## config.mk

```make
export PLATFORM = sky130hd
export DESIGN_NAME = assembly_source_lexer_top
export DESIGN_NICKNAME = d
export VERILOG_FILES = /design/src/hw/rtl/asmlex_pkg.sv /design/src/hw/rtl/asmlex_front.sv /design/src/hw/rtl/asmlex_queue.sv /design/src/hw/rtl/asmlex_back.sv /design/src/hw/rtl/assembly_source_lexer_top.sv
export SDC_FILE = /design/constraint.sdc
export NUM_CORES = 1
export LEC_CHECK = 0
export BUFFER_PORTS_ARGS = -buffer_cell sky130_fd_sc_hd__clkbuf_2
export CAP_MARGIN = 20
export CORE_MARGIN = 10
export CORE_UTILIZATION = 59
export DETAILED_ROUTE_END_ITERATION = 8
export PLACE_DENSITY_LB_ADDON = 0.15
export SLEW_MARGIN = 0
export SYNTH_ARGS = -nofsm -noshare
export SYNTH_HDL_FRONTEND = slang
export SYNTH_SLANG_ARGS = --single-unit
```

## constraint.sdc

```tcl
create_clock -name clk -period 5.3 [get_ports clk]
set_input_delay 1.06 -clock clk [delete_from_list [all_inputs] [get_ports clk]]
set_output_delay 1.06 -clock clk [all_outputs]
set_load 0.05 [all_outputs]
```

## src/hw/rtl/asmlex_pkg.sv

```systemverilog
// ----------------------------------------------------------------------------
// asmlex_pkg
// Shared types, codes and character classes for the assembly source lexer.
// ----------------------------------------------------------------------------
`default_nettype none

package asmlex_pkg;

	// Register name length checked when a word closes
	localparam int unsigned REG_NAME_LEN = 2;

	// Token queue geometry
	localparam int unsigned QDEPTH = 4;
	localparam int unsigned QAW    = $clog2(QDEPTH);

	// Configuration register byte address (register 0)
	localparam int unsigned CFG_AW = 4;
	localparam logic [CFG_AW-1:0] ADDR_SUFFIX_MASK = 4'h0;

	// Character codes
	localparam logic [7:0] CH_NL    = 8'd10;
	localparam logic [7:0] CH_SEMI  = 8'h3B;
	localparam logic [7:0] CH_LX    = 8'h78;
	localparam logic [7:0] CH_UX    = 8'h58;
	localparam logic [7:0] CH_LB    = 8'h62;
	localparam logic [7:0] CH_UB    = 8'h42;
	localparam logic [7:0] CH_LR    = 8'h72;
	localparam logic [7:0] CH_UR    = 8'h52;
	localparam logic [7:0] CH_DOT   = 8'h2E;
	localparam logic [7:0] CH_UNDER = 8'h5F;
	localparam logic [7:0] CH_HASH  = 8'h23;
	localparam logic [7:0] CH_COLON = 8'h3A;
	localparam logic [7:0] CH_COMMA = 8'h2C;
	localparam logic [7:0] CH_LPAR  = 8'h28;
	localparam logic [7:0] CH_RPAR  = 8'h29;
	localparam logic [7:0] CH_MINUS = 8'h2D;
	localparam logic [7:0] CH_PLUS  = 8'h2B;
	localparam logic [7:0] CH_ZERO  = 8'h30;
	localparam logic [7:0] CH_ONE   = 8'h31;

	// Token type codes
	typedef enum logic [3:0] {
		TOK_NUMBER    = 4'd0,
		TOK_DIRECTIVE = 4'd1,
		TOK_REGISTER  = 4'd2,
		TOK_IDENT     = 4'd3,
		TOK_COLON     = 4'd4,
		TOK_COMMA     = 4'd5,
		TOK_HASH      = 4'd6,
		TOK_LPAREN    = 4'd7,
		TOK_MINUS     = 4'd8,
		TOK_PLUS      = 4'd9,
		TOK_RPAREN    = 4'd10,
		TOK_UNKNOWN   = 4'd11,
		TOK_END       = 4'd12
	} tok_type_t;

	// Scanner modes
	typedef enum logic [2:0] {
		MODE_IDLE    = 3'd0,
		MODE_COMMENT = 3'd1,
		MODE_DEC     = 3'd2,
		MODE_ZERO    = 3'd3,
		MODE_HEX     = 3'd4,
		MODE_BIN     = 3'd5,
		MODE_WORD    = 3'd6,
		MODE_DIR     = 3'd7
	} mode_t;

	// One reported token
	typedef struct packed {
		tok_type_t   ttype;
		logic [15:0] line;
		logic [7:0]  col;
		logic [8:0]  len;
		logic        last;
	} token_t;

	// Tokens produced by the scanner for one accepted byte
	typedef struct packed {
		logic [1:0] count;
		token_t     tok0;
		token_t     tok1;
	} push_t;

	// Queue status toward the top level
	typedef struct packed {
		logic [QAW:0] fill;
		logic         nonempty;
		logic         no_room;
	} qstat_t;

	function automatic logic is_digit(input logic [7:0] c);
		return (c >= 8'h30) && (c <= 8'h39);
	endfunction

	function automatic logic is_upper(input logic [7:0] c);
		return (c >= 8'h41) && (c <= 8'h5A);
	endfunction

	function automatic logic is_lower(input logic [7:0] c);
		return (c >= 8'h61) && (c <= 8'h7A);
	endfunction

	function automatic logic is_word(input logic [7:0] c);
		return is_upper(c) || is_lower(c) || is_digit(c) || (c == CH_DOT) || (c == CH_UNDER);
	endfunction

	function automatic logic is_hex(input logic [7:0] c);
		return is_digit(c) || ((c >= 8'h61) && (c <= 8'h66)) || ((c >= 8'h41) && (c <= 8'h46));
	endfunction

	function automatic logic is_space(input logic [7:0] c);
		return (c == 8'h20) || ((c >= 8'd9) && (c <= 8'd13));
	endfunction

	// Bit of the suffix mask that governs a register's second byte
	function automatic logic mask_allows(input logic [7:0] c, input logic [63:0] mask);
		logic [7:0] idx;
		logic       ok;
		idx = 8'd0;
		ok  = 1'b1;
		if (is_digit(c)) begin
			idx = c - 8'h30;
		end else if (is_upper(c)) begin
			idx = c - 8'h41 + 8'd10;
		end else if (is_lower(c)) begin
			idx = c - 8'h61 + 8'd36;
		end else if (c == CH_DOT) begin
			idx = 8'd62;
		end else if (c == CH_UNDER) begin
			idx = 8'd63;
		end else begin
			ok = 1'b0;
		end
		return ok && mask[idx[5:0]];
	endfunction

	function automatic tok_type_t punct_type(input logic [7:0] c);
		tok_type_t t;
		case (c)
			CH_COLON: t = TOK_COLON;
			CH_COMMA: t = TOK_COMMA;
			CH_HASH:  t = TOK_HASH;
			CH_LPAR:  t = TOK_LPAREN;
			CH_MINUS: t = TOK_MINUS;
			CH_PLUS:  t = TOK_PLUS;
			CH_RPAR:  t = TOK_RPAREN;
			default:  t = TOK_UNKNOWN;
		endcase
		return t;
	endfunction

endpackage

`default_nettype wire

```

## src/hw/rtl/asmlex_front.sv

```systemverilog
// ----------------------------------------------------------------------------
// asmlex_front
// Scanner: classifies each accepted byte, tracks the open token and position,
// and hands zero, one or two finished tokens per byte to the token queue.
// ----------------------------------------------------------------------------
`default_nettype none

module asmlex_front (
	input  wire logic               clk,
	input  wire logic               arst_n,
	input  wire logic               accept,
	input  wire logic [7:0]         character,
	input  wire logic               src_end,
	input  wire logic [63:0]        suffix_mask,
	output asmlex_pkg::push_t       push
);
	import asmlex_pkg::*;

	mode_t       mode_q, mode_d;
	logic [7:0]  tok_col_q, tok_col_d;
	logic [8:0]  tok_len_q, tok_len_d;
	logic        starts_r_q, starts_r_d;
	logic        suffix_ok_q, suffix_ok_d;
	logic [15:0] line_q, line_d;
	logic [8:0]  colcnt_q, colcnt_d;
	logic        line_used_q, line_used_d;

	logic        open_tok;
	logic        taken;
	logic        is_nl;
	logic        emit_close;
	logic        emit_punct;
	logic        start_tok;
	logic [7:0]  col_sat;
	logic [15:0] line_inc;
	token_t      close_tok;
	token_t      punct_tok;
	token_t      end_tok;

	// Hold scanner state
	always_ff @(posedge clk or negedge arst_n) begin
		if (!arst_n) begin
			mode_q      <= MODE_IDLE;
			tok_col_q   <= '0;
			tok_len_q   <= '0;
			starts_r_q  <= 1'b0;
			suffix_ok_q <= 1'b0;
			line_q      <= '0;
			colcnt_q    <= '0;
			line_used_q <= 1'b0;
		end else if (accept) begin
			mode_q      <= mode_d;
			tok_col_q   <= tok_col_d;
			tok_len_q   <= tok_len_d;
			starts_r_q  <= starts_r_d;
			suffix_ok_q <= suffix_ok_d;
			line_q      <= line_d;
			colcnt_q    <= colcnt_d;
			line_used_q <= line_used_d;
		end
	end

	// Build candidate tokens
	always_comb begin
		open_tok = (mode_q != MODE_IDLE) && (mode_q != MODE_COMMENT);
		col_sat  = colcnt_q[8] ? 8'hFF : colcnt_q[7:0];
		line_inc = (line_q != 16'hFFFF) ? line_q + 16'd1 : line_q;

		close_tok.line = line_q;
		close_tok.col  = tok_col_q;
		close_tok.len  = tok_len_q;
		close_tok.last = 1'b0;
		case (mode_q)
			MODE_DIR:  close_tok.ttype = TOK_DIRECTIVE;
			MODE_WORD: close_tok.ttype = (starts_r_q && suffix_ok_q &&
				(tok_len_q == 9'(REG_NAME_LEN))) ? TOK_REGISTER : TOK_IDENT;
			default:   close_tok.ttype = TOK_NUMBER;
		endcase

		punct_tok.ttype = punct_type(character);
		punct_tok.line  = line_q;
		punct_tok.col   = col_sat;
		punct_tok.len   = 9'd1;
		punct_tok.last  = 1'b1;

		end_tok.ttype = TOK_END;
		end_tok.line  = line_used_q ? line_inc : line_q;
		end_tok.col   = '0;
		end_tok.len   = '0;
		end_tok.last  = 1'b1;
	end

	// Classify the byte and advance state
	always_comb begin
		is_nl       = (character == CH_NL);
		mode_d      = mode_q;
		tok_col_d   = tok_col_q;
		tok_len_d   = tok_len_q;
		starts_r_d  = starts_r_q;
		suffix_ok_d = suffix_ok_q;
		taken       = 1'b0;
		start_tok   = 1'b0;

		case (mode_q)
			MODE_DEC: taken = is_digit(character);
			MODE_ZERO: begin
				if ((character == CH_LX) || (character == CH_UX)) begin
					mode_d = MODE_HEX;
					taken  = 1'b1;
				end else if ((character == CH_LB) || (character == CH_UB)) begin
					mode_d = MODE_BIN;
					taken  = 1'b1;
				end
			end
			MODE_HEX: taken = is_hex(character);
			MODE_BIN: taken = (character == CH_ZERO) || (character == CH_ONE);
			MODE_WORD, MODE_DIR: begin
				taken = is_word(character);
				if (taken && (tok_len_q == 9'd1)) begin
					suffix_ok_d = mask_allows(character, suffix_mask);
				end
			end
			MODE_COMMENT: taken = !is_nl;
			default: taken = 1'b0;
		endcase

		emit_close = !taken && open_tok;
		emit_punct = !taken && !is_space(character) && (character != CH_SEMI) &&
			!is_word(character);

		if (taken) begin
			if ((mode_q != MODE_COMMENT) && (tok_len_q != 9'd256)) begin
				tok_len_d = tok_len_q + 9'd1;
			end
		end else begin
			mode_d = MODE_IDLE;
			if (character == CH_SEMI) begin
				mode_d = MODE_COMMENT;
			end else if (is_word(character)) begin
				start_tok = 1'b1;
				if (is_digit(character)) begin
					mode_d = (character == CH_ZERO) ? MODE_ZERO : MODE_DEC;
				end else begin
					mode_d = (character == CH_DOT) ? MODE_DIR : MODE_WORD;
				end
			end
		end

		if (start_tok) begin
			tok_col_d   = col_sat;
			tok_len_d   = 9'd1;
			starts_r_d  = (character == CH_LR) || (character == CH_UR);
			suffix_ok_d = 1'b0;
		end

		if (is_nl) begin
			line_d      = line_inc;
			colcnt_d    = '0;
			line_used_d = 1'b0;
		end else begin
			line_d      = line_q;
			colcnt_d    = (colcnt_q != 9'd256) ? colcnt_q + 9'd1 : colcnt_q;
			line_used_d = 1'b1;
		end

		// End of source: close, report end, return to reset
		if (src_end) begin
			mode_d      = MODE_IDLE;
			tok_col_d   = '0;
			tok_len_d   = '0;
			starts_r_d  = 1'b0;
			suffix_ok_d = 1'b0;
			line_d      = '0;
			colcnt_d    = '0;
			line_used_d = 1'b0;
		end
	end

	// Pack the tokens for the queue, first one in slot zero
	always_comb begin
		push.tok1 = src_end ? end_tok : punct_tok;
		if (src_end) begin
			push.count = open_tok ? 2'd2 : 2'd1;
			push.tok0  = open_tok ? close_tok : end_tok;
		end else begin
			push.count = {1'b0, emit_close} + {1'b0, emit_punct};
			push.tok0  = emit_close ? close_tok : punct_tok;
			push.tok0.last = !(emit_close && emit_punct);
		end
		if (!accept) begin
			push.count = 2'd0;
		end
	end

endmodule

`default_nettype wire

```

## src/hw/rtl/asmlex_queue.sv

```systemverilog
// ----------------------------------------------------------------------------
// asmlex_queue
// Short token queue between scanner and output stage: takes up to two tokens
// per cycle, gives up one.
// ----------------------------------------------------------------------------
`default_nettype none

module asmlex_queue (
	input  wire logic               clk,
	input  wire logic               arst_n,
	input  asmlex_pkg::push_t       push,
	input  wire logic               pop,
	output asmlex_pkg::token_t      head,
	output asmlex_pkg::qstat_t      stat
);
	import asmlex_pkg::*;

	token_t         mem_q [QDEPTH];
	logic [QAW-1:0] wr_ptr_q;
	logic [QAW-1:0] rd_ptr_q;
	logic [QAW:0]   fill_q;
	logic [QAW-1:0] wr_ptr_1;

	assign wr_ptr_1 = wr_ptr_q + QAW'(1);

	// Store incoming tokens
	always_ff @(posedge clk) begin
		if (push.count != 2'd0) begin
			mem_q[wr_ptr_q] <= push.tok0;
		end
		if (push.count == 2'd2) begin
			mem_q[wr_ptr_1] <= push.tok1;
		end
	end

	// Advance pointers and fill level
	always_ff @(posedge clk or negedge arst_n) begin
		if (!arst_n) begin
			wr_ptr_q <= '0;
			rd_ptr_q <= '0;
			fill_q   <= '0;
		end else begin
			wr_ptr_q <= wr_ptr_q + QAW'(push.count);
			if (pop) begin
				rd_ptr_q <= rd_ptr_q + QAW'(1);
			end
			fill_q <= fill_q + (QAW+1)'(push.count) - (QAW+1)'(pop);
		end
	end

	assign head          = mem_q[rd_ptr_q];
	assign stat.fill     = fill_q;
	assign stat.nonempty = (fill_q != '0);
	assign stat.no_room  = (fill_q > (QAW+1)'(QDEPTH - 2));

endmodule

`default_nettype wire

```

## src/hw/rtl/asmlex_back.sv

```systemverilog
// ----------------------------------------------------------------------------
// asmlex_back
// Output stage: registers one token from the queue and presents it until the
// receiver takes the transfer.
// ----------------------------------------------------------------------------
`default_nettype none

module asmlex_back (
	input  wire logic               clk,
	input  wire logic               arst_n,
	input  asmlex_pkg::token_t      head,
	input  wire logic               head_valid,
	output logic                    pop,
	output logic                    out_valid,
	input  wire logic               out_stall,
	output asmlex_pkg::token_t      out_tok
);
	import asmlex_pkg::*;

	logic   valid_q;
	token_t tok_q;

	// Refill when empty or when the current transfer completes
	assign pop = head_valid && (!valid_q || !out_stall);

	always_ff @(posedge clk or negedge arst_n) begin
		if (!arst_n) begin
			valid_q <= 1'b0;
		end else if (!valid_q || !out_stall) begin
			valid_q <= head_valid;
		end
	end

	always_ff @(posedge clk) begin
		if (pop) begin
			tok_q <= head;
		end
	end

	assign out_valid = valid_q;
	assign out_tok   = tok_q;

endmodule

`default_nettype wire

```

## src/hw/rtl/assembly_source_lexer_top.sv

```systemverilog
// ----------------------------------------------------------------------------
// assembly_source_lexer_top
// Assembly source lexer: bytes in, typed tokens with line, column and length out.
// ----------------------------------------------------------------------------
// Usage:
//   Input channel (in_valid/in_stall) carries one source byte per transfer,
//   or an end-of-file mark. Output channel (out_valid/out_stall) carries one
//   token per transfer; last flags the final token caused by an input byte.
//   A byte may cause zero, one or two tokens.
//   Throughput: one byte per cycle while the receiver keeps up and the token
//   queue has room; the scanner updates its state once per byte, and the
//   output stage drains one token per cycle from a four-entry token queue.
//   A token is written into the token queue at the edge that accepts the byte
//   closing it and then moves into the output register, from which it is
//   presented; the second token of a byte follows the first through both.
//   When the receiver stalls, the queue fills and in_stall rises once fewer
//   than two entries are free; no token is lost or repeated.
//   The suffix mask register (byte address 0, 64 bits) is written over the
//   APB port while the block is idle, a rule for the user that the block
//   does not enforce. Reset clears the scanner state, the queue and the
//   mask; end of file returns the scanner to its reset state but keeps the mask.
// ----------------------------------------------------------------------------
`default_nettype none

module assembly_source_lexer_top (
	input  wire logic                          clk,
	input  wire logic                          arst_n,
	// Input channel
	input  wire logic                          in_valid,
	output logic                               in_stall,
	input  wire logic [7:0]                    character,
	input  wire logic                          src_end,
	// Output channel
	output logic                               out_valid,
	input  wire logic                          out_stall,
	output logic [3:0]                         token_type,
	output logic [15:0]                        line_num,
	output logic [7:0]                         column,
	output logic [8:0]                         length,
	output logic                               last,
	// Configuration port
	input  wire logic                          psel,
	input  wire logic                          penable,
	input  wire logic                          pwrite,
	input  wire logic [asmlex_pkg::CFG_AW-1:0] paddr,
	input  wire logic [63:0]                   pwdata,
	output logic [63:0]                        prdata,
	output logic                               pready
);
	import asmlex_pkg::*;

	logic [63:0] suffix_mask_q;
	logic        in_accept;
	push_t       push;
	token_t      head;
	qstat_t      qstat;
	logic        pop;
	token_t      out_tok;

	// Configuration register
	assign pready = 1'b1;

	always_ff @(posedge clk or negedge arst_n) begin
		if (!arst_n) begin
			suffix_mask_q <= '0;
		end else if (psel && penable && pwrite && pready &&
			(paddr[CFG_AW-1] == ADDR_SUFFIX_MASK[CFG_AW-1])) begin
			suffix_mask_q <= pwdata;
		end
	end

	assign prdata = (paddr[CFG_AW-1] == ADDR_SUFFIX_MASK[CFG_AW-1]) ? suffix_mask_q : '0;

	// Accept a byte only when the queue has room for two tokens
	assign in_stall  = qstat.no_room;
	assign in_accept = in_valid && !in_stall;

	asmlex_front u_front (
		.clk         (clk),
		.arst_n      (arst_n),
		.accept      (in_accept),
		.character   (character),
		.src_end     (src_end),
		.suffix_mask (suffix_mask_q),
		.push        (push)
	);

	asmlex_queue u_queue (
		.clk    (clk),
		.arst_n (arst_n),
		.push   (push),
		.pop    (pop),
		.head   (head),
		.stat   (qstat)
	);

	asmlex_back u_back (
		.clk        (clk),
		.arst_n     (arst_n),
		.head       (head),
		.head_valid (qstat.nonempty),
		.pop        (pop),
		.out_valid  (out_valid),
		.out_stall  (out_stall),
		.out_tok    (out_tok)
	);

	// Drive payload ports
	assign token_type = out_tok.ttype;
	assign line_num   = out_tok.line;
	assign column     = out_tok.col;
	assign length     = out_tok.len;
	assign last       = out_tok.last;

	// Queue never overflows
	a_queue_bound: assert property (@(posedge clk) disable iff (!arst_n)
		qstat.fill <= (QAW+1)'(QDEPTH))
		else $error("token queue overflow");

	// A byte is accepted only with room for two tokens
	a_room_on_accept: assert property (@(posedge clk) disable iff (!arst_n)
		in_accept |-> (qstat.fill <= (QAW+1)'(QDEPTH - 2)))
		else $error("byte accepted without queue room");

	// End token is always the last of its byte, with zero length and column
	a_end_token: assert property (@(posedge clk) disable iff (!arst_n)
		(out_valid && (token_type == TOK_END)) |-> (last && (length == '0) && (column == '0)))
		else $error("malformed end token");

	// Output holds while stalled
	a_out_hold: assert property (@(posedge clk) disable iff (!arst_n)
		(out_valid && out_stall) |=> (out_valid && $stable(out_tok)))
		else $error("output token changed under stall");

endmodule

`default_nettype wire

```

# --- Word-level counts from Yosys, hierarchy flattened ---
# Memory sizes are Yosys's and may differ from the RTL's. A register that Yosys moved wholly into a read port is not among the register bits.
# Index checks and enable logic that the tools add are counted.
totals:
  ram_bits: 152
  output_inout_bits: 105
  n_memories: 1
  latchBits: 0
  regBits: 120
  inputBits: 84
  rom_bits: 0
  wordCells: 205
memory_table:
  columns: ["memory", "depth", "word_bits", "rd", "rd_clocked_by_memory_dff", "write_ports", "line", "text"]
  rows:
  - ["u_queue.mem_q", 4, 38, 1, 1, 2, "asmlex_queue.sv:18", "token_t mem_q [QDEPTH];"]
classes:
  n_div: 0
  shift: 0
  reduce_logical: 59
  n_bitwise: 1
  n_lt_le_gt_ge: 12
  mux: 68
  n_addsub: 14
  n_eq_ne: 37
  n_mul: 0
ops:
  columns: ["operator", "n"]
  rows:
  - ["$mux 38", 3]
  - ["$eq 8x6->1 const B", 12]
  - ["$mux 16", 4]
  - ["$mux 64", 1]
  - ["$mux 9", 7]
  - ["$eq 8x7->1 const B", 7]
  - ["$mux 6", 7]
  - ["$mux 40", 1]
  - ["$le 8x7->1 const B", 4]
  - ["$mux 1", 28]
  - ["$pmux 4 s7", 1]
  - ["$mux 3", 8]
  - ["$mux 8", 3]
  - ["$logic_and 1x1->1", 22]
  - ["$reduce_bool 3->1", 7]
  - ["$add 9x1->9 const B", 2]
  - ["$ne 9x9->1 const B", 2]
  - ["$add 16x1->16 const B", 1]
  - ["$ge 8x7->1 const B", 2]
  - ["$ne 16x16->1 const B", 1]
  - ["$eq 3x3->1 const B", 4]
  - ["$logic_or 1x1->1", 12]
  - ["$sub 6x6->6 const B", 2]
  - ["$eq 9x1->1 const B", 1]
  - ["other kinds (33)", 49]

# --- Depth between registers and ports, before layout ---
# Gate-level depths: netlist of run 1.
depth:
  ltp_word: 18
  ltp_mapped: 21
  mapped_depth_nobuf: 18

# --- Cells and area by module ---
# Synthesis of run 1 repeated with hierarchy kept, for this count alone.
unflattened:
  cells_unflattened: 1375
  area_unflattened_um2: 17593.1
by_module_without_submodules:
  columns: ["mod", "n_inst", "area_each_um2", "cells_per_inst", "seq_area_each_um2"]
  rows:
  - ["asmlex_queue", 1, 7903.8, 407, 4739.5]
  - ["asmlex_front", 1, 5356.4, 717, 1201.2]
  - ["assembly_source_lexer_top", 1, 3148.0, 210, 1601.5]
  - ["asmlex_back", 1, 1184.9, 41, 1166.1]

# --- Least setup slack after synthesis of run 1 ---
# No wires, ideal clock.
synth_timing:
  path_kind: "input to register"
  startpoint: "input character[1]"
  endpoint: "memory u_queue.mem_q[2][0] in the netlist's numbering"
  slack_ps: -192
  required_ps: 5181
  path_stages: 18
  setup_time_ps: 119
  t_arrival_ps: 5373
  path_buffers: 1
  path_cell_list: "buf_2 inv_1 ha_1 nor4b_4 o2bb2ai_2 a21oi_2 a31oi_1 o21ai_0 nand2_1 nor3_1 ha_1 a21boi_0 nor2_1 nor2_1 nor2_1 nor2_1 inv_1 o22a_1"
synth_lines:
  columns: ["item", "line", "text"]
  rows:
  - ["start: declaration", "assembly_source_lexer_top.sv:31", "input wire logic [7:0] character,"]
  - ["end: declaration", "asmlex_queue.sv:18", null]

==> results.json, run 1 <==
{
  "status": "complete, no violations",
  "rr_endpoint": "u_queue.mem_q[0][20]",
  "yosys-top-cells-area": "edfxtp_1, dfrtp_1, mux4_2",
  "switchingPower_mw": 3.478,
  "ys_seq_area_share_pct": 51.57,
  "regArea_um2": 8349,
  "final_common_cell": "clkbuf_2",
  "use_met2_pct": 42.42,
  "grt_antenna_before_repair": 0,
  "cp-start-kind": "input pin",
  "p_total_mw": 9.246,
  "postCtsSetupBuffers": 0,
  "final_cell_area_um2": 18860,
  "crit_path_cell_trace": "clkbuf_2 > inv_1 > ha_1 > nor4b_4 > o21ai_0 > a32oi_1 > a211oi_1 > o21ai_1 > buf_4 > nand3_1 > inv_1 > ha_1 > o21ai_0 > nor2_1 > inv_1 > nor2_1 > nand3_1 > o22ai_1 > nand2_1 > o21ai_0",
  "worst_pin_slew_ns": 0.8852,
  "r2r-start": "u_front.mode_q[2]",
  "final_nets": 1717,
  "synth_mux_area_share_pct": 13.19,
  "slew_headroom_pct": 40.84,
  "synth_edf_count": 154,
  "cap_violations": 0,
  "clk_path_buf_depth": 3,
  "synth_area_um2": 16190,
  "ys_ff_latch": 310,
  "wl_per_cell_um": 22.21,
  "final_cell_mix": "clkbuf_2, edfxtp_1, dfrtp_1",
  "vias": 12650,
  "clkSinkCount": 310,
  "dp_hpwl_um": 31080,
  "placed_area_um2": 17730,
  "fin_tns_setup_ns": 0,
  "slowest_stage": "o22ai_1",
  "period_needed_ns": 4.732,
  "cp-endpoint": "u_queue.mem_q[0][20]",
  "die_x_um": 185.6,
  "clock_skew_ns": 0.01021,
  "diodes": 0,
  "gp_congestion": 0.9883,
  "slowest_delay_ns": 0.49,
  "async_flop_share_pct": 38.71,
  "crit_path_start": "character[0]",
  "worstSetupPathType": "in2reg",
  "leakagePower_nw": 7.343,
  "grt_use_total_pct": 25.29,
  "core_um2": 26950,
  "p_per_area_nw_per_um2": 490.4,
  "fmax_ghz": 0.2113,
  "synth.largest_area_cell": "edfxtp_1",
  "die_h_um": 185.6,
  "multi_input_area_um2": 7267,
  "critPathBufInv": 5,
  "p_comb_share_pct": 36.2,
  "grt_pass1_vias": 12780,
  "grt_util_met1_pct": 32.72,
  "cp_data_required_time_ns": 5.69,
  "yosys.area_share.adder_pct": 1.747,
  "drive_above_1_share_pct": 28.38,
  "clk_pin_slew_ns": 0.07,
  "route.detailed.drc": 0,
  "use_met3_pct": 5.849,
  "drt_iter0_markers": 1568,
  "vdd_drop_max_mv": 0.3687,
  "portBuffers": 184,
  "cts_hold_buf": 0,
  "ant_nets": 0,
  "postSynthCellCount": 1429,
  "drt_pass1_iterations": 6,
  "grt_max_degree": 65,
  "avgViaCountPerCell": 6.402,
  "htree_levels": 1,
  "synthToLayoutAreaGrowth_pct": 16.49,
  "grt_pass1_wl_um": 69920,
  "root_buffer": "clkbuf_16",
  "setup_ws_ns": 0.5684,
  "synth_top_family_by_area": "compound AO/OA/AOI/OAI gates",
  "synth-compound-area-share_pct": 15.44,
  "start_util_pct": 60.06,
  "synthXorXnorAreaFrac_pct": 1.569,
  "cp.arrival_ns": 5.12,
  "cts_tree": "done",
  "yosys.area_share.simple_pct": 12.69,
  "synth-main-ff-cell": "edfxtp_1",
  "syn_area_per_cell_um2": 11.33,
  "setup_viol": 0,
  "io_pins": 189,
  "synthDistinctLibCells": 81,
  "fp.dieArea_um2": 34460,
  "hold_viol_final": 0,
  "reg2reg_depth": 14,
  "yosys.area.top_type_share_pct": 28.57,
  "grt-ovfl-total": 0,
  "p_seq_share_pct": 37.8,
  "post-place-ws_ns": 0.1020,
  "critPathCaptureType": "flop",
  "p_int_mw": 5.768,
  "fillers": 1923,
  "cts_buffers": 31,
  "grt_setup_unrepaired": "no",
  "cp_top_family": "compound AO/OA/AOI/OAI gates",
  "whs_ns": 0.4511,
  "yosys_warnings": 0,
  "worstSkewPairLatency_ns": 0.56,
  "path_depth": 20,
  "report.final.slew_viol_count": 0,
  "synth_nets": 1535,
  "regToRegSetupSlack_ns": 1.65,
  "top_usage_layer": "met2",
  "wl_um": 43890,
  "min_path_type": "in2async",
  "cts-resized-gates": 0,
  "netSwitchingFraction_pct": 37.62,
  "path_max_fanout": 9,
  "min_period_over_period_pct": 89.27,
  "fp-row-count": 60,
  "p_clk_share_pct": 26.0
}
-- layout make-up --
class                   instances  area share, %
clock inverters                20          1.626
clock buffers                  37          4.340
well taps                     341          2.263
multi-input cells             967          38.54
repair buffers                260          8.056
inverters                      41         0.8958
flip-flops and latches        310          44.28
-- logic make-up after synthesis --
kind of cell / Yosys count
buffers and inverters: 152
xor gates and xnor gates: 29
and+or+nand+nor: 399
DFF: 310
other: 1
AOI/OAI and AO/OA: 362
muxes: 154
adders and majority gates: 22
-- registers in the layout, summed over array words and instances (netlist names), 3 cells and up --
| register | flops |
|---|---|
| u_queue.mem_q | 152 |
| suffix_mask_q | 64 |
| u_back.out_tok | 38 |
| u_front.line_q | 16 |
| u_front.colcnt_q | 9 |
| u_front.tok_len_q | 9 |
| u_front.tok_col_q | 8 |
| u_front.mode_q | 3 |
| u_queue.fill_q | 3 |
-- metrics by stage --
| stage | util, % | cells |
|---|---|---|
| floorplan | - | 1429 |
| global placement | 65.79 | 1919 |
| detailed placement | 65.79 | 1919 |
| CTS | 69.96 | 1976 |
| global route | 69.96 | 1976 |
| finish | 69.96 | 1976 |
-- Yosys cell counts (all sizes together), types with 6 or more instances --
master   instances
edfxtp         154
dfrtp          120
nand2           96
nor2            93
o22ai           91
clkbuf          86
mux2            75
a21oi           70
nor2b           68
o21ai           63
inv             40
mux4            40
mux2i           39
dfxtp           36
a32o            35
buf             25
nor3            23
nand3           22
ha              21
nand4           20
xnor2           20
a22o            14
a22oi           14
and2            13
o22a            12
or2             12
xor2             9
and3             8
nand2b           8
or3              8
o2111ai          7
o211ai           6
-- how the worst min path moves through the flow --
stage,start,endpoint,slack [ns],cells past startpoint
3_5_place_dp,u_queue.mem_q[2][0],u_queue.mem_q[2][0],0.45,1
6_report,arst_n,suffix_mask_q[6],0.45,1
4_1_cts,u_queue.mem_q[2][0],u_queue.mem_q[2][0],0.46,1
2_1_floorplan,u_queue.mem_q[1][0],u_queue.mem_q[1][0],0.43,1
3_3_place_gp,u_queue.mem_q[0][0],u_queue.mem_q[0][0],0.44,1
5_1_grt,arst_n,suffix_mask_q[6],0.48,1
-- worst register-to-register path: cells and delay by family, from the launching register on --
family          cells  cell delay [ns]
compound gates      5             1.30
simple gates        6             1.20
flops               1             0.51
buf+inv             2             0.32
fa+ha+maj           1             0.17
-- per-layer routing --
metal | vias up | share of wire (%)
li1 | 5764 | -
met1 | 6163 | 41
met2 | 643 | 48
met3 | 81 | 9.6
met4 | 0 | 1.9
met5 | - | 0
-- power by group through the flow --
stage	sequential [mW]	combinational, mW	clock (mW)
6_report	3.49	3.35	2.40
2_1_floorplan	3.88	2.00	0
3_5_place_dp	3.53	3.33	0
3_3_place_gp	3.50	3.28	0
4_1_cts	3.49	3.35	2.43
5_1_grt	3.55	3.59	2.54
No activity file was read; power rests on OpenSTA's default activity.
==> run 2: changes to the inputs <==
CORE_UTILIZATION = 60   (was 59)
MAX_ROUTING_LAYER = met4   (was default)
SYNTH_HIERARCHICAL = 1   (was default)
==> results.json, run 2 <==
{
  "path_max_fanout": 18,
  "clk_path_buf_depth": 3,
  "wl_met3_um": 2400,
  "syn_area_per_cell_um2": 12.79,
  "portBuffers": 184,
  "wl_um": 40280,
  "root_buffer": "clkbuf_16",
  "grt_use_total_pct": 22.80,
  "postSynthCellCount": 1375,
  "cap_violations": 0,
  "final_cell_mix": "edfxtp_1, clkbuf_2, mux2_2",
  "grt_setup_unrepaired": "no",
  "leakagePower_nw": 8.293,
  "synthDistinctLibCells": 92,
  "core_um2": 28780,
  "yosys_warnings": 6,
  "synthToLayoutAreaGrowth_pct": 13.09,
  "cts_tree": "done",
  "crit_path_start": "character[1]",
  "die_x_um": 191.2,
  "regToRegSetupSlack_ns": 1.72,
  "worst_pin_slew_ns": 1.004,
  "grt_max_degree": 44,
  "hold_viol_final": 0,
  "grt_pass1_wl_um": 64950,
  "ant_nets": 0,
  "final_common_cell": "edfxtp_1",
  "largest-register": "u_queue/mem_q",
  "grt-ovfl-total": 0,
  "critPathCaptureType": "flop",
  "period_needed_ns": 4.582,
  "drive_above_1_share_pct": 37.09,
  "fp-row-count": 62,
  "r2r-start": "u_front/line_q[4]",
  "min_path_type": "reg2reg",
  "async_flop_share_pct": 38.71,
  "start_util_pct": 61.13,
  "route.detailed.drc": 0,
  "dp_hpwl_um": 26830,
  "die_h_um": 191.2,
  "cts_hold_buf": 0,
  "setup_viol": 0,
  "min_period_over_period_pct": 86.46,
  "yosys.area.top_type_share_pct": 32.43,
  "drt_pass1_iterations": 5,
  "cp_data_required_time_ns": 5.55,
  "netlist_top_cells_count": "edfxtp_1, mux2_2, dfrtp_1",
  "synth.largest_area_cell": "edfxtp_1",
  "htree_levels": 2,
  "cts_buffers": 34,
  "fin_tns_setup_ns": 0,
  "clock_skew_ns": 0.01651,
  "dr_wl_met2_um": 18930,
  "instances_no_fill": 1946,
  "cts-resized-gates": 0,
  "drt_iter0_markers": 811,
  "clkSinkCount": 310,
  "worstSkewPairLatency_ns": 0.50,
  "ys_seq_area_share_pct": 49.50,
  "synth-main-ff-cell": "edfxtp_1",
  "rr_endpoint": "u_queue/mem_q[2][25]",
  "grt_pass1_vias": 12120,
  "routed.top_layer": "met4",
  "grt_antenna_before_repair": 1,
  "avgViaCountPerCell": 5.898,
  "yosys-top-cells-area": "edfxtp_1, dfrtp_1, mux2_2",
  "final_nets": 1643,
  "vias": 11480,
  "report.final.slew_viol_count": 0,
  "fmax_ghz": 0.2182,
  "worstSetupPathType": "in2reg",
  "cp-endpoint": "u_queue/mem_q[3][10]",
  "clk_pin_slew_ns": 0.06,
  "yosysMostFrequentCell": "edfxtp_1",
  "synth_edf_count": 190,
  "largest_reg_flops": 152,
  "p_per_area_nw_per_um2": 481.2,
  "gp_congestion": 0.9072,
  "post-place-ws_ns": 0.2342,
  "io_pins": 189,
  "cp.arrival_ns": 4.83,
  "slew_headroom_pct": 32.71,
  "ys_ff_latch": 310,
  "drt-met1-wl_um": 17970,
  "cp-start-kind": "input pin",
  "vdd_drop_max_mv": 0.2489,
  "setup_ws_ns": 0.7178,
  "synth_area_um2": 17590,
  "wl_per_cell_um": 20.70,
  "status": "complete, no violations",
  "reg2reg_depth": 11,
  "place_inst": 1885,
  "postCtsSetupBuffers": 0,
  "fp.dieArea_um2": 36570
}
## run 2: cell count changes in the layout (fill, tap and decap cells not counted), sizes merged, moves of 12 or more
cell and delta:
buf -33, a32o -33, edfxtp +36, a22o -13, o22ai -87, clkbuf +12, inv -14, dfxtp -36
mux2 +157, nand2 -13, a22oi -14, xor2 +12, a21oi -18
## run 2: stage by stage
| stage | total power [mW] | cell area, um2 | hold slack, ns | utilization [%] |
|---|---|---|---|---|
| floorplan | 6.546 | 17720 | 0.4630 | - |
| global placement | 7.402 | 18890 | 0.4813 | 65.63 |
| detailed placement | 7.495 | 18890 | 0.4878 | 65.63 |
| CTS | 9.667 | 19890 | 0.5000 | 69.12 |
| global route | 10.07 | 19900 | 0.5236 | 69.13 |
| finish | 9.575 | 19900 | 0.4964 | 69.13 |
## run 2: power by group
group	internal [mW]	total, mW	leakage (nW)	switching, mW
registers	3.39	3.80	3.24	0.410
logic	1.44	3.63	4.56	2.19
clock network	1.24	2.14	0.492	0.906
## run 2: layout make-up
| class | instances | area (um2) |
|---|---|---|
| Multi-Input combinational cell | 942 | 8244 |
| Antenna cell | 1 | 2.502 |
| Sequential cell | 310 | 8710 |
| Fill cell | 2053 | 8884 |
| Clock buffer | 49 | 938.4 |
| Inverter | 22 | 82.58 |
| Clock inverter | 11 | 67.56 |
| Tap cell | 384 | 480.5 |
| Timing Repair Buffer | 227 | 1371 |
## run 2: worst min-delay path by stage
stage	slack (ns)	cells past startpoint	endpoint	startpoint
2_1_floorplan	0.46	1	u_queue/fill_q[2]	u_queue/fill_q[2]
3_3_place_gp	0.48	1	u_queue/fill_q[2]	u_queue/fill_q[2]
3_5_place_dp	0.49	1	u_queue/fill_q[2]	u_queue/fill_q[2]
4_1_cts	0.50	1	u_queue/fill_q[2]	u_queue/fill_q[2]
5_1_grt	0.52	1	u_queue/fill_q[2]	u_queue/fill_q[2]
6_report	0.50	1	u_queue/fill_q[2]	u_queue/fill_q[2]
## run 2: cells by family after synthesis
logic type / count (synthesis) / synth area share, %
buf+inv: 130 / 4.466
compound gates: 182 / 6.785
other cells: 3 / 0.06400
fa+ha+maj: 22 / 1.607
mux: 315 / 24.39
simple gates: 375 / 11.30
flops: 310 / 49.50
xor+xnor: 38 / 1.892
## run 2: critical path, cell delays in order
cell      delay, ns
clkbuf_2       0.10
inv_2          0.06
ha_4           0.19
or4b_4         0.57
a31oi_4        0.27
nor3_4         0.08
o41ai_2        0.34
o31ai_2        0.15
a21oi_4        0.22
nor2b_4        0.18
ha_1           0.16
o21ai_1        0.08
nor2_1         0.31
and4bb_2       0.34
buf_4          0.30
mux2_2         0.38
## run 2: routing by layer
metal	track usage, %	vias up
met5	-	-
met4	6.791	0
met3	4.045	70
met2	35.59	353
met1	30.07	5654
li1	-	5400
==> run 3: changes to the inputs <==
PLACE_DENSITY = 0.8   (was default)
PLACE_DENSITY_LB_ADDON = default   (was 0.15)
==> results.json, run 3 (synthesized netlist as in run 2, its figures left out) <==
{
  "root_buffer": "clkbuf_16",
  "postCtsSetupBuffers": 0,
  "fillers": 2007,
  "fp-row-count": 62,
  "cts_buffers": 34,
  "setup_ws_ns": 0.7107,
  "path_max_fanout": 18,
  "critPathBufInv": 3,
  "grt_max_degree": 52,
  "largest-register": "u_queue/mem_q",
  "clkSinkCount": 310,
  "start_util_pct": 61.13,
  "worstSkewPairLatency_ns": 0.53,
  "report.final.slew_viol_count": 0,
  "core_um2": 28780,
  "slowest_delay_ns": 0.56,
  "die_h_um": 191.2,
  "die_x_um": 191.2,
  "grt_pass1_wl_um": 66220,
  "clock_skew_ns": 0.01754,
  "grt_pass1_vias": 12370,
  "dp_hpwl_um": 27640,
  "cp-start-kind": "input pin",
  "cp_top_family": "simple AND/OR/NAND/NOR gates",
  "clk_pin_slew_ns": 0.06,
  "synthToLayoutAreaGrowth_pct": 13.82,
  "cap_violations": 0,
  "fp.dieArea_um2": 36570,
  "cp_data_required_time_ns": 5.56,
  "fmax_ghz": 0.2179,
  "drt_iter0_markers": 714,
  "route.detailed.drc": 0,
  "vdd_drop_max_mv": 0.2653,
  "final_cell_mix": "edfxtp_1, clkbuf_2, mux2_2",
  "fin_tns_setup_ns": 0,
  "cp.arrival_ns": 4.85,
  "gp_congestion": 0.9004,
  "cts_hold_buf": 0,
  "period_needed_ns": 4.589,
  "clk_path_buf_depth": 3,
  "htree_levels": 2,
  "min_period_over_period_pct": 86.59,
  "placed_area_um2": 18930,
  "worstSetupPathType": "in2reg",
  "leakagePower_nw": 8.398,
  "io_pins": 189,
  "post-place-ws_ns": 0.02952,
  "ant_nets": 0,
  "min_path_type": "in2async",
  "slowest_stage": "or4b_4",
  "grt_antenna_before_repair": 1,
  "wl_per_cell_um": 21.00,
  "crit_path_cell_trace": "clkbuf_2 > ha_4 > or4b_4 > a31oi_4 > nor3_4 > o41ai_2 > o31ai_2 > a21oi_4 > nor2b_4 > ha_1 > nand2_1 > a21oi_4 > buf_4 > and4bb_2 > buf_4 > mux2_2",
  "setup_viol": 0,
  "whs_ns": 0.4921,
  "slew_headroom_pct": 34.04,
  "avgViaCountPerCell": 5.963,
  "grt_setup_unrepaired": "no",
  "wl_um": 41250,
  "drive_above_1_share_pct": 38.06,
  "vias": 11710,
  "largest_reg_flops": 152,
  "status": "complete, no violations",
  "worst_pin_slew_ns": 0.9879,
  "p_per_area_nw_per_um2": 486.6,
  "cts-resized-gates": 0,
  "final_common_cell": "edfxtp_1",
  "critPathCaptureType": "flop",
  "cts_tree": "done",
  "final_nets": 1659,
  "final_cell_area_um2": 20020,
  "drt_pass1_iterations": 5,
  "portBuffers": 184,
  "hold_viol_final": 0,
  "grt-ovfl-total": 0,
  "grt_use_total_pct": 23.12
}
[run 3: layout make-up]
cell class / count / area [um2] / area share (%)
Clock inverter: 17 / 131.4 / 0.6561
Timing Repair Buffer: 243 / 1436 / 7.173
Antenna cell: 1 / 2.502 / 0.01250
Clock buffer: 45 / 942.2 / 4.705
Sequential cell: 310 / 8710 / 43.50
Inverter: 22 / 82.58 / 0.4124
Tap cell: 384 / 480.5 / 2.399
Multi-Input combinational cell: 942 / 8239 / 41.15
[run 3: stage by stage]
stage | utilization, % | power [mW] | std cells
after detailed placement | 65.79 | 7.507 | 1900
after CTS | 69.52 | 9.805 | 1962
after global routing | 69.58 | 10.21 | 1964
after global placement | 65.79 | 7.381 | 1900
final | 69.58 | 9.743 | 1964
after floorplan | - | 6.546 | 1382
[run 3: path summary, 6_finish.rpt]
kind                            slack, ns              endpoint              start  cells past startpoint
max in group asynchronous            3.81     u_queue/fill_q[0]             arst_n                      2
worst min-delay path                 0.49      suffix_mask_q[7]             arst_n                      1
min in group clk                     0.50     u_queue/fill_q[2]  u_queue/fill_q[2]                      1
worst max-delay path                 0.71   u_queue/mem_q[3][4]       character[0]                     16
worst max register to register       1.66  u_queue/mem_q[1][25]  u_front/line_q[4]                     11
worst min register to register       0.50     u_queue/fill_q[2]  u_queue/fill_q[2]                      1
[run 3: where the power goes]
group | total, mW | internal (mW) | leakage (nW) | switching (mW)
Sequential | 3.81 | 3.39 | 3.24 | 0.421
Clock | 2.27 | 1.31 | 0.532 | 0.961
Combinational | 3.66 | 1.45 | 4.63 | 2.21
Total | 9.74 | 6.15 | 8.40 | 3.59
[run 3: metal layers]
metal  global-route usage [%]  up-vias  routed length, um
met4                    6.821        0               1015
met5                        -        -                  0
li1                         -     5439                  -
met2                    37.56      459              20120
met3                    4.191       65               2765
met1                    29.19     5749              17350
